**config.mk**
```make
export PLATFORM = sky130hd
export DESIGN_NAME = srh_cell
export DESIGN_NICKNAME = d
export VERILOG_FILES = /design/src/rtl/srh_pkg.sv /design/src/rtl/srh_cell.sv
export SDC_FILE = /design/constraint.sdc
export NUM_CORES = 1
export LEC_CHECK = 0
export BUFFER_PORTS_ARGS = -buffer_cell sky130_fd_sc_hd__buf_2
export CAP_MARGIN = 5
export CORE_MARGIN = 3
export CORE_UTILIZATION = 46
export CTS_BUF_LIST = sky130_fd_sc_hd__clkbuf_2 sky130_fd_sc_hd__clkbuf_4 sky130_fd_sc_hd__clkbuf_8
export CTS_CLUSTER_SIZE = 12
export DETAILED_ROUTE_END_ITERATION = 12
export PLACE_DENSITY_LB_ADDON = 0.3
export SLEW_MARGIN = 20
export SYNTH_ARGS = -nofsm -noshare
export SYNTH_HDL_FRONTEND = slang
export SYNTH_SLANG_ARGS = --single-unit
export TNS_END_PERCENT = 5
```
**constraint.sdc**
```tcl
create_clock -name aclk -period 10 [get_ports aclk]
set_input_delay 1.5 -clock aclk [delete_from_list [all_inputs] [get_ports aclk]]
set_output_delay 1.5 -clock aclk [all_outputs]
set_load 0.005 [all_outputs]
```
**src/rtl/srh_pkg.sv**
```systemverilog
package srh_pkg;

    localparam int MAX_SCORE  = 1023;
    localparam int COUNT_BITS = 24;

    localparam int DEPTH   = MAX_SCORE + 1;
    localparam int IDX_W   = (DEPTH > 1) ? $clog2(DEPTH) : 1;
    localparam int SCORE_W = 11;
    localparam int RANK_W  = 25;
    localparam int SAME_W  = 24;

    localparam logic [COUNT_BITS-1:0] COUNT_MAX = '1;

    typedef logic [COUNT_BITS-1:0] count_t;
    typedef logic [IDX_W-1:0]      idx_t;

    // command broadcast to every cell while a token walks the chain
    typedef struct packed {
        logic upd;       // update transaction
        logic dec_old;   // decrement the old bucket
        logic up;        // old < new: increment above-counts in [lo, hi)
        logic down;      // old > new: decrement above-counts in [lo, hi)
        idx_t score;
        idx_t old;
        idx_t lo;
        idx_t hi;
    } bcast_t;

    // token passed from cell to cell, carrying the answer once it is picked up
    typedef struct packed {
        logic              valid;
        logic [RANK_W-1:0] rank;
        logic [SAME_W-1:0] same;
    } tok_t;

    function automatic count_t sat_inc(input count_t v);
        return (v == COUNT_MAX) ? v : v + count_t'(1);
    endfunction

    function automatic count_t sat_dec(input count_t v);
        return (v == '0) ? v : v - count_t'(1);
    endfunction

    function automatic logic [RANK_W-1:0] make_rank(input count_t above);
        logic [COUNT_BITS:0] sum;
        sum = {1'b0, above} + {{COUNT_BITS{1'b0}}, 1'b1};
        return RANK_W'(sum);
    endfunction

endpackage

```
**src/rtl/srh_cell.sv**
```systemverilog
module srh_cell (
    input  logic            aclk,
    input  logic            aresetn,
    input  srh_pkg::idx_t   cell_idx,
    input  srh_pkg::bcast_t bc,
    input  srh_pkg::tok_t   tok_in,
    output srh_pkg::tok_t   tok_out
);
    import srh_pkg::*;

    count_t at_reg, at_next;
    count_t above_reg, above_next;
    tok_t   tok_reg, tok_next;
    logic   in_rng;
    logic   hit;

    assign in_rng = (cell_idx >= bc.lo) && (cell_idx < bc.hi);
    assign hit    = tok_in.valid && (cell_idx == bc.score);

    always_comb begin
        at_next    = at_reg;
        above_next = above_reg;
        if (tok_in.valid && bc.upd) begin
            // old bucket first, then new bucket, so old == new nets out right
            if (bc.dec_old && (cell_idx == bc.old)) begin
                at_next = sat_dec(at_next);
            end
            if (cell_idx == bc.score) begin
                at_next = sat_inc(at_next);
            end
            if (in_rng && bc.up) begin
                above_next = sat_inc(above_reg);
            end else if (in_rng && bc.down) begin
                above_next = sat_dec(above_reg);
            end
        end
        tok_next = tok_in;
        if (hit) begin
            tok_next.rank = make_rank(above_next);
            tok_next.same = SAME_W'(at_next);
        end
    end

    always_ff @(posedge aclk) begin
        if (!aresetn) begin
            at_reg        <= '0;
            above_reg     <= '0;
            tok_reg.valid <= 1'b0;
        end else begin
            at_reg        <= at_next;
            above_reg     <= above_next;
            tok_reg.valid <= tok_next.valid;
        end
        tok_reg.rank <= tok_next.rank;
        tok_reg.same <= tok_next.same;
    end

    assign tok_out = tok_reg;

endmodule

```
==> impl_metrics.toml <==
[status]
run_status = "completed"

[drt]
starting_drc_count_in_detailed_routing = 856
totalWireLength_um = 25700
ant_nets = 0
vias = 8541
vias_per_cell = 6.15
drt-pass1-iter-count = 7
wire_per_inst_um = 18.5
drc = 0

[power]
power_switching_w = 0.000267
p_sw_share_pct = 31.3
power_frac_comb_pct = 17.7
power.density_nw_per_um2 = 95.2
seqPwrFrac_pct = 47.9
leakage_nw = 3.59
p_clk_share_pct = 34.4
power.internal_w = 0.000587
ir_drop_mv = 0.0636

[clock_network]
clock_insertion_delay_worst_skew_ps = 410
numCtsBuffers = 9
root_buffer = "sky130_fd_sc_hd__clkbuf_8"
cts.htree.levels = 3
cts_resized = 0
clock_transition_at_the_register_clock_pins_on_the_worst_setup_and_hold_paths_after_cts_ps = 120
cts_max_path_buffers = 2
postCtsSetupBuffers = 0
cts_tree = "built"
cts.sinks = 98
postCtsHoldBufs = 0

[cells_and_area]
post_route_cells_drive_above_1_share_pct = 18.8
design_area_sq_um = 8970
layout_common_cells = "sky130_fd_sc_hd__buf_2 (155), sky130_fd_sc_hd__nand2_1 (104), sky130_fd_sc_hd__dfxtp_1 (98)"
largest_register_ffs = 50
layout.nets = 1294
layout.cells.most_common = "sky130_fd_sc_hd__buf_2"
flow.area_growth_from_synthesis_pct = 13.2
antenna_cells = 0

[synthesis]
post_synthesis_mux_area_share_pct = 2.95
synth_xor_area_share_pct = 7.41
post_synth_and_or_nand_nor_area_fraction_pct = 37.2
synth_compound_gate_area_share_pct = 18.5
post_synthesis_instance_total = 1058
seq_area_frac_synth_pct = 24.8
synth_top_family_by_area = "simple AND/OR/NAND/NOR gates"
post_synth_instance_area_sq_um = 7920
synth.yosys.warnings = 0
synth_seq_cells = 98
area_share_of_fa_ha_maj_cells_after_synthesis_pct = 3.95
post_synth_num_cell_types = 86
async_set_or_reset_flop_fraction_in_the_synthesized_netlist_pct = 0
synth-main-ff-cell = "sky130_fd_sc_hd__dfxtp_1"
number_of_synthesized_flops_with_an_enable_pin = 0
syn_nets = 1189
syn_area_per_cell_sq_um = 7.49

[grt]
pin_count_of_the_biggest_net_entering_global_routing = 68
grt_use_total_pct = 27.2
antenna_violations_before_repair = 0
first_pass_grt_wire_length_um = 40900
grt_remaining_overflow = 0
grt_pass1_vias = 7969

[sta]
fin_worst_skew_ps = 15.5
setup_total_negative_slack_ps = 0
layout_min_cycle_time_ps = 5740
setup-violations-final = 0
final.hold.worst_slack_ps = 576
max_slew.worst_pin.slew_ps = 1080
finalHoldViolations = 0
final_min_period_over_clock_period_pct = 57.4
fmax_mhz = 174
final_max_slew_viol_count = 0
rsz0062_at_grt = "no"
max_slew_margin_pct = 27.6

[critical_path]
timing.critical_path.mode_cell = "sky130_fd_sc_hd__ha_1"
cp_top_family = "simple AND/OR/NAND/NOR gates"
crit_buf_inv = 2
r2r_setup_slack_ps = 4920
cp-end-kind = "flop"
critical_path.startpoint_type = "input pin"
timing.critical_path.cells = "buf_2 > ha_1 > a21oi_1 > a2bb2oi_1 > o41a_1 > nand3_1 > or4b_2 > and4b_1 > inv_1 > ha_1 > nand2_1 > mux2i_1 > o211ai_1 > nor4_2 > nand2b_1 > a221o_1"
cp.required_ps = 10300
critical_path.max_stage_delay_ps = 840
critical_path_arrival_ps = 6040
worst-path-max-fanout = 21
cpMaxStageDelayCell = "sky130_fd_sc_hd__or4b_2"
timing_worst_setup_path_type = "input pin to flop"

[floorplan]
dieHeight_um = 137
starting_utilization_of_the_core_area_pct = 47.4
chipWidth_um = 137
placementRows = 47
core_area_sq_um = 16700
io_pins = 156
dieArea_sq_um = 18800

[hold_path]
timing.hold.worst.class = "flop to flop"

[placement]
place.gp.congestion = 0.974
io_buffer_count = 155
dp_hpwl_um = 19300
place_area_sq_um = 8750

[job]
cap_violations = 0
[worst register-to-register path: cells and delay by family, from the launching register on]
family	cells	cell delay [ps]
simple gates	8	3500
flops	1	400
fa+ha+maj	1	250
compound gates	2	580
xor+xnor	1	220
[final timing paths]
path,from,to,cells past startpoint
hold reg to reg,at_reg[13],at_reg[13],2
setup reg to reg,at_reg[12],tok_out[21],12
hold / removal,at_reg[13],at_reg[13],2
setup / recovery,cell_idx[7],tok_out[42],16
[cell families after synthesis]
| logic type | Yosys count |
|---|---|
| compound gates | 209 |
| xor+xnor | 67 |
| fa+ha+maj | 25 |
| buf+inv | 103 |
| flops | 98 |
| mux | 23 |
| simple gates | 533 |
[power groups by stage]
stage | sequential (W) | combinational (W) | clock, W
after floorplan | 0.000417 | 0.0000868 | 0
after global placement | 0.000418 | 0.000148 | 0
after detailed placement | 0.000418 | 0.000149 | 0
after CTS | 0.000409 | 0.000150 | 0.000298
after global routing | 0.000410 | 0.000168 | 0.000314
final | 0.000409 | 0.000151 | 0.000294
[synthesized netlist by cell type (26+ instances only)]
cell type,number,area [sq um]
sky130_fd_sc_hd__nor4_1,33,206
sky130_fd_sc_hd__xnor2_1,42,368
sky130_fd_sc_hd__nor3_1,45,225
sky130_fd_sc_hd__inv_1,35,131
sky130_fd_sc_hd__o21ai_0,37,185
sky130_fd_sc_hd__clkbuf_1,56,210
sky130_fd_sc_hd__a21oi_1,37,185
sky130_fd_sc_hd__nor2_1,89,334
sky130_fd_sc_hd__dfxtp_1,98,1960
sky130_fd_sc_hd__nand4_1,32,200
sky130_fd_sc_hd__nand3_1,59,295
sky130_fd_sc_hd__and2_1,26,163
sky130_fd_sc_hd__nand2_1,105,394
[per-layer routing]
metal / share of wire, % / global-route usage [%] / routed length [um]
met1: 42 / 35.6 / 10800
met2: 48 / 44.4 / 12200
met3: 6.9 / 4.82 / 1770
met4: 3.2 / 10.6 / 820
met5: 0 / 0 / 0
[area by class of cell]
cell class	count	area, sq um
fillers	1685	7730
multi-input cells	857	5560
flip-flops and latches	98	1960
repair buffers	161	821
well taps	220	275
inverters	36	135
clock buffers	9	124
clock inverters	7	92.6
[stage by stage]
step | util [%] | setup WS (ps) | std cells | total power [W]
after global routing | 53.7 | 3910 | 1388 | 0.000892
final | 53.7 | 4260 | 1388 | 0.000854
after floorplan | - | 4980 | 1058 | 0.000504
after detailed placement | 52.4 | 3880 | 1372 | 0.000567
after CTS | 53.7 | 4350 | 1388 | 0.000857
after global placement | 52.4 | 4040 | 1372 | 0.000566
No activity file was read; power rests on OpenSTA's default activity.
